File: config.mk
export PLATFORM = sky130hd
export DESIGN_NAME = hsv_to_rgb_converter
export DESIGN_NICKNAME = d
export VERILOG_FILES = /design/src/rtl/hsv2rgb_pkg.sv /design/src/rtl/hsv2rgb_decode.sv /design/src/rtl/hsv2rgb_product.sv /design/src/rtl/hsv2rgb_select.sv /design/src/rtl/hsv_to_rgb_converter.sv
export VERILOG_INCLUDE_DIRS = /design/src /design/src/rtl
export SDC_FILE = /design/constraint.sdc
export NUM_CORES = 2
export LEC_CHECK = 0
export ABC_AREA = 0
export BUFFER_PORTS_ARGS = -buffer_cell sky130_fd_sc_hd__buf_2
export CORE_MARGIN = 1
export CORE_UTILIZATION = 55
export DETAILED_ROUTE_END_ITERATION = 10
export GPL_TIMING_DRIVEN = 0
export HOLD_SLACK_MARGIN = 0.08
export PLACE_DENSITY = 0.71
export RECOVER_POWER = 100
export REMOVE_ABC_BUFFERS = 1
export SETUP_SLACK_MARGIN = 0.3
export SLEW_MARGIN = 30
export SYNTH_ARGS = -nofsm -noshare
export SYNTH_HDL_FRONTEND = slang
export SYNTH_SLANG_ARGS = --single-unit
export TNS_END_PERCENT = 100
File: constraint.sdc
create_clock -name clk -period 31.1 [get_ports clk]
set_clock_uncertainty 0.1 [all_clocks]
set_input_delay 6.22 -clock clk [delete_from_list [all_inputs] [get_ports clk]]
set_output_delay 6.22 -clock clk [all_outputs]
set_load 0.005 [all_outputs]
File: src/rtl/assert_macros.svh
// ----------------------------------------------------------------------------
// Assertion macros
// Shared helpers for the clocked concurrent checks of the converter.
// ----------------------------------------------------------------------------
`ifndef ASSERT_MACROS_SVH
`define ASSERT_MACROS_SVH

// A property that must hold at every rising edge outside reset.
`define ASSERT_CLK(lbl, clk, rst_n, prop) \
	lbl: assert property (@(posedge clk) disable iff (!(rst_n)) (prop)) \
		else $error("assertion failed");

// An implication checked at every rising edge outside reset.
`define ASSERT_IMP(lbl, clk, rst_n, ante, cons) \
	`ASSERT_CLK(lbl, clk, rst_n, (ante) |-> (cons))

`endif

File: src/rtl/hsv2rgb_pkg.sv
// ----------------------------------------------------------------------------
// hsv2rgb_pkg
// Word formats, fixed-point constants and stage bundles of the converter.
// ----------------------------------------------------------------------------
`default_nettype none

package hsv2rgb_pkg;

	localparam int FRAC_BITS   = 16;
	localparam int FX_W        = FRAC_BITS + 1;
	localparam int SCALE_W     = FRAC_BITS + 3;
	localparam int MUL_W       = 2 * FX_W;
	localparam int HUE_SECTORS = 6;

	typedef logic [FRAC_BITS-1:0] frac_t;
	typedef logic [FX_W-1:0]      fx_t;

	localparam fx_t FX_ONE = fx_t'(1) << FRAC_BITS;

	typedef struct packed {
		frac_t hue;
		fx_t   saturation;
		fx_t   brightness;
	} hsv_t;

	typedef struct packed {
		fx_t  red;
		fx_t  green;
		fx_t  blue;
		logic range_error;
	} rgb_t;

	typedef enum logic [2:0] {
		SEC_0 = 3'd0,
		SEC_1 = 3'd1,
		SEC_2 = 3'd2,
		SEC_3 = 3'd3,
		SEC_4 = 3'd4,
		SEC_5 = 3'd5
	} sector_t;

	// Decoded color after the first stage.
	typedef struct packed {
		sector_t sector;
		logic    err;
		fx_t     s;
		fx_t     v;
		fx_t     om_s;
		frac_t   f;
		fx_t     om_f;
	} dec_t;

	// Final channel candidates after the product stages.
	typedef struct packed {
		sector_t sector;
		logic    err;
		fx_t     v;
		fx_t     p;
		fx_t     q;
		fx_t     t;
	} chroma_t;

endpackage

`default_nettype wire

File: src/rtl/hsv2rgb_decode.sv
// ----------------------------------------------------------------------------
// hsv2rgb_decode
// Stage one: range check, hue sector and fraction, complements of s and f.
// ----------------------------------------------------------------------------
`default_nettype none

module hsv2rgb_decode (
	input  wire logic               clk,
	input  wire logic               arst_n,
	input  wire logic               adv,
	input  wire logic               hsv_valid,
	input  wire hsv2rgb_pkg::hsv_t  hsv,
	output logic                    valid_s1,
	output hsv2rgb_pkg::dec_t       dec_s1
);
	import hsv2rgb_pkg::*;

	logic [SCALE_W-1:0] scaled;
	dec_t               dec;

	always_comb begin
		scaled     = SCALE_W'(hsv.hue) * SCALE_W'(HUE_SECTORS);
		dec.sector = sector_t'(scaled[SCALE_W-1:FRAC_BITS]);
		dec.err    = (hsv.saturation > FX_ONE) || (hsv.brightness > FX_ONE);
		dec.s      = hsv.saturation;
		dec.v      = hsv.brightness;
		dec.om_s   = FX_ONE - hsv.saturation;
		dec.f      = scaled[FRAC_BITS-1:0];
		dec.om_f   = FX_ONE - {1'b0, scaled[FRAC_BITS-1:0]};
	end

	always_ff @(posedge clk or negedge arst_n) begin
		if (!arst_n) begin
			valid_s1 <= 1'b0;
		end else if (adv) begin
			valid_s1 <= hsv_valid;
		end
	end

	always_ff @(posedge clk) begin
		if (adv) begin
			dec_s1 <= dec;
		end
	end

endmodule

`default_nettype wire

File: src/rtl/hsv2rgb_product.sv
// ----------------------------------------------------------------------------
// hsv2rgb_product
// Stages two and three: the truncated products that form p, q and t.
// ----------------------------------------------------------------------------
`default_nettype none

module hsv2rgb_product (
	input  wire logic               clk,
	input  wire logic               arst_n,
	input  wire logic               adv,
	input  wire logic               valid_s1,
	input  wire hsv2rgb_pkg::dec_t  dec_s1,
	output logic                    valid_s3,
	output hsv2rgb_pkg::chroma_t    chroma_s3
);
	import hsv2rgb_pkg::*;

	logic [MUL_W-1:0] sf_full, sf1_full, p_full, q_full, t_full;
	logic             valid_s2;
	sector_t          sector_s2;
	logic             err_s2;
	fx_t              v_s2, p_s2, sf_s2, sf1_s2;

	// Inner products s*f and s*(1-f), and p = v*(1-s).
	always_comb begin
		sf_full  = MUL_W'(dec_s1.s) * MUL_W'(dec_s1.f);
		sf1_full = MUL_W'(dec_s1.s) * MUL_W'(dec_s1.om_f);
		p_full   = MUL_W'(dec_s1.v) * MUL_W'(dec_s1.om_s);
	end

	// Outer products q = v*(1-s*f) and t = v*(1-s*(1-f)).
	always_comb begin
		q_full = MUL_W'(v_s2) * MUL_W'(FX_ONE - sf_s2);
		t_full = MUL_W'(v_s2) * MUL_W'(FX_ONE - sf1_s2);
	end

	always_ff @(posedge clk or negedge arst_n) begin
		if (!arst_n) begin
			valid_s2 <= 1'b0;
			valid_s3 <= 1'b0;
		end else if (adv) begin
			valid_s2 <= valid_s1;
			valid_s3 <= valid_s2;
		end
	end

	always_ff @(posedge clk) begin
		if (adv) begin
			sector_s2        <= dec_s1.sector;
			err_s2           <= dec_s1.err;
			v_s2             <= dec_s1.v;
			p_s2             <= p_full[FRAC_BITS +: FX_W];
			sf_s2            <= sf_full[FRAC_BITS +: FX_W];
			sf1_s2           <= sf1_full[FRAC_BITS +: FX_W];
			chroma_s3.sector <= sector_s2;
			chroma_s3.err    <= err_s2;
			chroma_s3.v      <= v_s2;
			chroma_s3.p      <= p_s2;
			chroma_s3.q      <= q_full[FRAC_BITS +: FX_W];
			chroma_s3.t      <= t_full[FRAC_BITS +: FX_W];
		end
	end

endmodule

`default_nettype wire

File: src/rtl/hsv2rgb_select.sv
// ----------------------------------------------------------------------------
// hsv2rgb_select
// Stage four: sector routing of v, p, q and t into the output register.
// ----------------------------------------------------------------------------
`default_nettype none

module hsv2rgb_select (
	input  wire logic                 clk,
	input  wire logic                 arst_n,
	input  wire logic                 adv,
	input  wire logic                 valid_s3,
	input  wire hsv2rgb_pkg::chroma_t chroma_s3,
	output logic                      valid_s4,
	output hsv2rgb_pkg::rgb_t         rgb_s4
);
	import hsv2rgb_pkg::*;

	rgb_t rgb;

	always_comb begin
		case (chroma_s3.sector)
			SEC_0: begin
				rgb.red = chroma_s3.v; rgb.green = chroma_s3.t; rgb.blue = chroma_s3.p;
			end
			SEC_1: begin
				rgb.red = chroma_s3.q; rgb.green = chroma_s3.v; rgb.blue = chroma_s3.p;
			end
			SEC_2: begin
				rgb.red = chroma_s3.p; rgb.green = chroma_s3.v; rgb.blue = chroma_s3.t;
			end
			SEC_3: begin
				rgb.red = chroma_s3.p; rgb.green = chroma_s3.q; rgb.blue = chroma_s3.v;
			end
			SEC_4: begin
				rgb.red = chroma_s3.t; rgb.green = chroma_s3.p; rgb.blue = chroma_s3.v;
			end
			default: begin
				rgb.red = chroma_s3.v; rgb.green = chroma_s3.p; rgb.blue = chroma_s3.q;
			end
		endcase
		rgb.range_error = chroma_s3.err;
		if (chroma_s3.err) begin
			rgb.red   = '0;
			rgb.green = '0;
			rgb.blue  = '0;
		end
	end

	always_ff @(posedge clk or negedge arst_n) begin
		if (!arst_n) begin
			valid_s4 <= 1'b0;
		end else if (adv) begin
			valid_s4 <= valid_s3;
		end
	end

	always_ff @(posedge clk) begin
		if (adv) begin
			rgb_s4 <= rgb;
		end
	end

endmodule

`default_nettype wire

File: src/rtl/hsv_to_rgb_converter.sv
// ----------------------------------------------------------------------------
// hsv_to_rgb_converter
// Pipelined six-sector HSV to RGB color conversion in unsigned Q1.16 fixed point.
// ----------------------------------------------------------------------------
// The block converts one HSV word per clock into one RGB word while the
// receiver does not stall. Input words arrive on the hsv channel and are
// accepted at a rising edge at which hsv_valid is high and hsv_stall is low;
// results leave on the rgb channel under the same rule with rgb_valid and
// rgb_stall. Each word passes four register stages: a decode stage, two
// multiplier stages and a sector select stage. The edge that accepts a word
// loads the decode stage; the word then moves through the multiplier stages
// and the select stage to the rgb channel. The multiplier chain v*(1-s*f)
// sets this depth, as each product is registered before the next one uses
// it. Throughput is one word per clock while the receiver does not stall.
// When the receiver stalls while a result is shown, the whole pipeline
// holds, hsv_stall rises in the same cycle, and no word is lost or repeated.
// An empty output register never holds the pipeline.
// Saturation or brightness above 1.0 gives range_error high and zero colors.
// Reset clears all stage valid bits, so the block starts empty and ready.
// ----------------------------------------------------------------------------
`default_nettype none

`include "assert_macros.svh"

module hsv_to_rgb_converter (
	input  wire logic              clk,
	input  wire logic              arst_n,
	input  wire logic              hsv_valid,
	output logic                   hsv_stall,
	input  wire hsv2rgb_pkg::hsv_t hsv,
	output logic                   rgb_valid,
	input  wire logic              rgb_stall,
	output hsv2rgb_pkg::rgb_t      rgb
);
	import hsv2rgb_pkg::*;

	// The pipeline moves as one whenever the output word is taken or absent.
	logic    adv;
	logic    valid_s1;
	logic    valid_s3;
	dec_t    dec_s1;
	chroma_t chroma_s3;

	assign adv       = !(rgb_valid && rgb_stall);
	assign hsv_stall = !adv;

	hsv2rgb_decode u_decode (
		.clk       (clk),
		.arst_n    (arst_n),
		.adv       (adv),
		.hsv_valid (hsv_valid),
		.hsv       (hsv),
		.valid_s1  (valid_s1),
		.dec_s1    (dec_s1)
	);

	hsv2rgb_product u_product (
		.clk       (clk),
		.arst_n    (arst_n),
		.adv       (adv),
		.valid_s1  (valid_s1),
		.dec_s1    (dec_s1),
		.valid_s3  (valid_s3),
		.chroma_s3 (chroma_s3)
	);

	hsv2rgb_select u_select (
		.clk       (clk),
		.arst_n    (arst_n),
		.adv       (adv),
		.valid_s3  (valid_s3),
		.chroma_s3 (chroma_s3),
		.valid_s4  (rgb_valid),
		.rgb_s4    (rgb)
	);

	// An out-of-range word must come out with all color channels cleared.
	`ASSERT_IMP(a_err_zero, clk, arst_n, rgb_valid && rgb.range_error,
		rgb.red == '0 && rgb.green == '0 && rgb.blue == '0)

	// A valid in-range result never exceeds 1.0 in any channel.
	`ASSERT_IMP(a_chan_max, clk, arst_n, rgb_valid && !rgb.range_error,
		rgb.red <= FX_ONE && rgb.green <= FX_ONE && rgb.blue <= FX_ONE)

	// A word accepted and then advanced through the multiplier and select stages reaches the output.
	`ASSERT_CLK(a_latency, clk, arst_n,
		(hsv_valid && !hsv_stall) ##1 adv ##1 adv ##1 adv |=> rgb_valid)

endmodule

`default_nettype wire
==> report_table.html <==
<table>
<tr><th>Metric</th><th>Value</th></tr>
<tr><th colspan="2">Route</th></tr>
<tr><td>DRC violation count after routing</td><td>0</td></tr>
<tr><td>Post-detailed-routing wire length</td><td>roughly 140 mm</td></tr>
<tr><td>Remaining number of nets flagged by the antenna check after routing</td><td>0</td></tr>
<tr><td>Routed WL per cell</td><td>roughly 18 um</td></tr>
<tr><td>Total via count after detailed routing</td><td>40,250</td></tr>
<tr><td>First-pass detailed-route iteration total</td><td>7</td></tr>
<tr><td>Starting DRC count in detailed routing</td><td>approximately 2,700</td></tr>
<tr><td>Vias per cell</td><td>approximately 5.4</td></tr>
<tr><th colspan="2">Worst setup path</th></tr>
<tr><td>Worst reg2reg path depth</td><td>27</td></tr>
<tr><td>Origin of the critical flop-to-flop path</td><td>u_product.sf_s2[0]$_DFFE_PN_</td></tr>
<tr><td>Endpoint type of the worst setup path</td><td>primary output</td></tr>
<tr><td>Required time of the critical path</td><td>roughly 25,000 ps</td></tr>
<tr><td>Worst reg2reg setup slack</td><td>about 21,000 ps</td></tr>
<tr><td>CP arrival</td><td>~15,000 ps</td></tr>
<tr><td>Kind of start point of the critical path</td><td>input port</td></tr>
<tr><td>Worst-path maximum fanout</td><td>49</td></tr>
<tr><td>Classification of the worst setup path</td><td>in -&gt; out</td></tr>
<tr><td>Endpoint of the lowest-slack register-to-register path</td><td>u_product.chroma_s3[33]$_DFFE_PN_</td></tr>
<tr><td>Critical path startpoint</td><td>rgb_stall</td></tr>
<tr><th colspan="2">Final layout</th></tr>
<tr><td>Most common cell after layout, fill and taps aside</td><td>sky130_fd_sc_hd__inv_1</td></tr>
<tr><td>Final antenna diode count</td><td>0</td></tr>
<tr><td>Synth-to-Final Area Change</td><td>6.330%</td></tr>
<tr><td>Final Instance Area</td><td>61,160 um2</td></tr>
<tr><td>Commonest cells after routing, fill and taps aside</td><td>sky130_fd_sc_hd__inv_1 (1,469), sky130_fd_sc_hd__fa_1 (1,198), sky130_fd_sc_hd__nand2_1 (917), sky130_fd_sc_hd__and2_1 (517), sky130_fd_sc_hd__ha_1 (461)</td></tr>
<tr><td>Fraction of layout cells with a size suffix above 1</td><td>0.04228</td></tr>
<tr><td>Post-layout nets</td><td>7,697</td></tr>
<tr><th colspan="2">Hold path</th></tr>
<tr><td>Capture endpoint of the worst hold path</td><td>u_product.chroma_s3[50]$_DFFE_PN_</td></tr>
<tr><td>Worst min-delay path category</td><td>reg -&gt; reg</td></tr>
<tr><td>Number of stages on the worst hold path</td><td>0</td></tr>
<tr><td>Startpoint of the tightest hold check path</td><td>u_product.p_s2[16]$_DFFE_PN_</td></tr>
<tr><th colspan="2">Global routing</th></tr>
<tr><td>Vias in the first global route</td><td>43,640</td></tr>
<tr><td>Total gr overflow</td><td>0</td></tr>
<tr><td>Global-route wire length before repair</td><td>roughly 220 mm</td></tr>
<tr><td>Antenna violations before repair</td><td>3</td></tr>
<tr><td>Overall track demand over capacity in global routing</td><td>0.2665</td></tr>
<tr><td>Pin count of the biggest net entering global routing</td><td>51</td></tr>
<tr><th colspan="2">Logic synthesis</th></tr>
<tr><td>Post-Synthesis Cell Area</td><td>about 58,000 um2</td></tr>
<tr><td>Total of flip-flops plus latches after synthesis</td><td>roughly 280</td></tr>
<tr><td>Mean instance size in the synthesized netlist</td><td>approximately 9.6 um2</td></tr>
<tr><td>Yosys warns</td><td>0</td></tr>
<tr><td>Number of distinct library cells after synthesis</td><td>between 60 and 70</td></tr>
<tr><td>EDFF count, synth</td><td>280</td></tr>
<tr><td>Ys async rst share</td><td>0.01408</td></tr>
<tr><td>Synth Flop Type</td><td>sky130_fd_sc_hd__edfxtp_1</td></tr>
<tr><td>Register area share after synthesis</td><td>0.1479</td></tr>
<tr><td>Gate Count Post-Synth</td><td>6,015</td></tr>
<tr><th colspan="2">Placed design</th></tr>
<tr><td>Total of buffers placed on input and output ports</td><td>between 100 and 150</td></tr>
<tr><td>Final weighted congestion in routability-driven placement</td><td>0.8501</td></tr>
<tr><td>Dpl hpwl</td><td>108.3 mm</td></tr>
<tr><td>Cell area reported after detailed placement</td><td>roughly 60,000 um2</td></tr>
<tr><th colspan="2">Die</th></tr>
<tr><td>Die footprint</td><td>about 110,000 um2</td></tr>
<tr><td>Effective utilization at floorplan</td><td>0.5550</td></tr>
<tr><td>Number of I/O pins</td><td>between 100 and 150</td></tr>
<tr><td>Core outline area</td><td>approximately 100,000 um2</td></tr>
<tr><td>Die Y-Extent</td><td>roughly 330 um</td></tr>
<tr><td>Die extent in x</td><td>about 330 um</td></tr>
<tr><td>Number of rows in the core area</td><td>about 120</td></tr>
<tr><th colspan="2">Run</th></tr>
<tr><td>Number of maximum-capacitance constraint violations</td><td>6</td></tr>
<tr><th colspan="2">Clocking</th></tr>
<tr><td>CTS Buf Count</td><td>34</td></tr>
<tr><td>Clock root buffer</td><td>sky130_fd_sc_hd__clkbuf_16</td></tr>
<tr><td>Sinks on the clock net</td><td>roughly 280</td></tr>
<tr><td>Clock H-tree levels</td><td>2</td></tr>
<tr><td>CTS resizes</td><td>0</td></tr>
<tr><td>Hold_buf cts</td><td>0</td></tr>
<tr><td>Worst-path clk slew</td><td>roughly 60 ps</td></tr>
<tr><td>Skew-Pair Late Insertion Delay</td><td>between 500 and 600 ps</td></tr>
<tr><td># Post-CTS Setup Buffers</td><td>0</td></tr>
<tr><td>CTS tree</td><td>yes</td></tr>
<tr><td>Maximum buffer depth of the clock tree</td><td>3</td></tr>
<tr><th colspan="2">Timing</th></tr>
<tr><td>Setup repair after global routing missed its margin</td><td>false</td></tr>
<tr><td>Aggregate negative setup slack</td><td>0 ps</td></tr>
<tr><td>Max Freq</td><td>approximately 47 MHz</td></tr>
<tr><td>Count of pins over their slew limit</td><td>about 260</td></tr>
<tr><td>Clock period minus final worst setup slack</td><td>roughly 21,000 ps</td></tr>
<tr><td>Worst Max-Slew Pin Slew</td><td>between 2000 and 3000 ps</td></tr>
<tr><td>Fin crit share</td><td>0.6873</td></tr>
<tr><td>Rel. slew slack</td><td>-0.8410</td></tr>
<tr><td>Hold Violations, Final</td><td>0</td></tr>
<tr><td>Final setup violation count</td><td>0</td></tr>
<tr><th colspan="2">Outcome</th></tr>
<tr><td>Violated checks</td><td>capacitance limit, slew limit</td></tr>
<tr><td>Outcome</td><td>finished with violations</td></tr>
</table>
state kept, by name (all words and copies together) (netlist names), 3 cells and up:
signal               cells
u_decode.dec_s1         84
u_product.p_s2          17
u_product.chroma_s3     72
u_product.sf1_s2        17
u_product.v_s2          17
u_select.rgb_s4         52
u_product.sector_s2      3
u_product.sf_s2         17
logic make-up after synthesis:
family                     count (synthesis)  synth area share
muxes                                      5         0.0009353
DFF                                      284            0.1479
xor gates and xnor gates                 207           0.03178
and+or+nand+nor                         1757            0.1449
adders and majority gates               1667            0.5186
buffers and inverters                   1750            0.1142
AOI/OAI and AO/OA                        345           0.04168
metal layers:
layer | vias to the layer above | wire (um) | GRT usage
li1 | 17820 | - | -
met1 | 20600 | 54200 | 0.3528
met2 | 1530 | 65350 | 0.4504
met3 | 295 | 11160 | 0.04177
met4 | 2 | 4312 | 0.08502
met5 | - | 7 | 0
stage by stage:
step	setup slack, ps	std cells	util	hold slack, ps
2_1_floorplan	12240	5734	-	300.3
3_3_place_gp	9573	7221	0.5666	302.1
3_5_place_dp	16580	7327	0.5827	304.5
4_1_cts	16570	7387	0.5931	318.2
5_1_grt	9066	7388	0.5901	325.2
6_report	9724	7388	0.5901	317.7
area by class of cell:
type / instances / area (um2)
Timing Repair Buffer: 214 / 1682
Clock buffer: 37 / 862.1
Inverter: 1469 / 5514
Sequential cell: 284 / 8508
Tap cell: 1380 / 1727
Multi-Input combinational cell: 3981 / 42650
Clock inverter: 23 / 220.2
Fill cell: 8800 / 42480
worst max path at each step:
| stage | to | slack (ps) | depth (start not counted) |
|---|---|---|---|
| after floorplan | hsv_stall | 12240 | 2 |
| after global placement | hsv_stall | 9570 | 4 |
| after detailed placement | hsv_stall | 16580 | 9 |
| after CTS | hsv_stall | 16570 | 9 |
| after global routing | hsv_stall | 9070 | 9 |
| final | hsv_stall | 9720 | 9 |
synthesized netlist by cell type, drive strengths merged, types with 11 or more instances:
master,number,area [um2]
and3,11,68.82
o21a,32,240.2
o221ai,19,166.4
and2,526,3291
nand2b,21,138.9
nor4,19,133.9
a21o,40,300.3
a21oi,65,329.1
o21ai,33,165.2
o22ai,37,231.5
ha,461,5768
nor2b,12,75.07
a22oi,35,262.8
nor3,41,205.2
nand2,918,3448
fa,1198,23980
nand3,22,110.1
a221oi,34,297.8
xnor2,149,1313
inv,1469,5514
edfxtp,280,8408
clkbuf,276,1036
xor2,58,515.5
nor2,144,540.5
worst max-delay path, cell delays in order:
cell                       delay, ps
sky130_fd_sc_hd__buf_2            90
sky130_fd_sc_hd__nand2_1         280
sky130_fd_sc_hd__clkbuf_1       1900
sky130_fd_sc_hd__clkbuf_1       2000
sky130_fd_sc_hd__clkbuf_1       1860
sky130_fd_sc_hd__clkbuf_1       2060
sky130_fd_sc_hd__buf_12          320
sky130_fd_sc_hd__inv_1            60
sky130_fd_sc_hd__buf_2           130
Power is not shown: default switching activity piles up to over one toggle a cycle in this logic, so the estimate is an artifact.
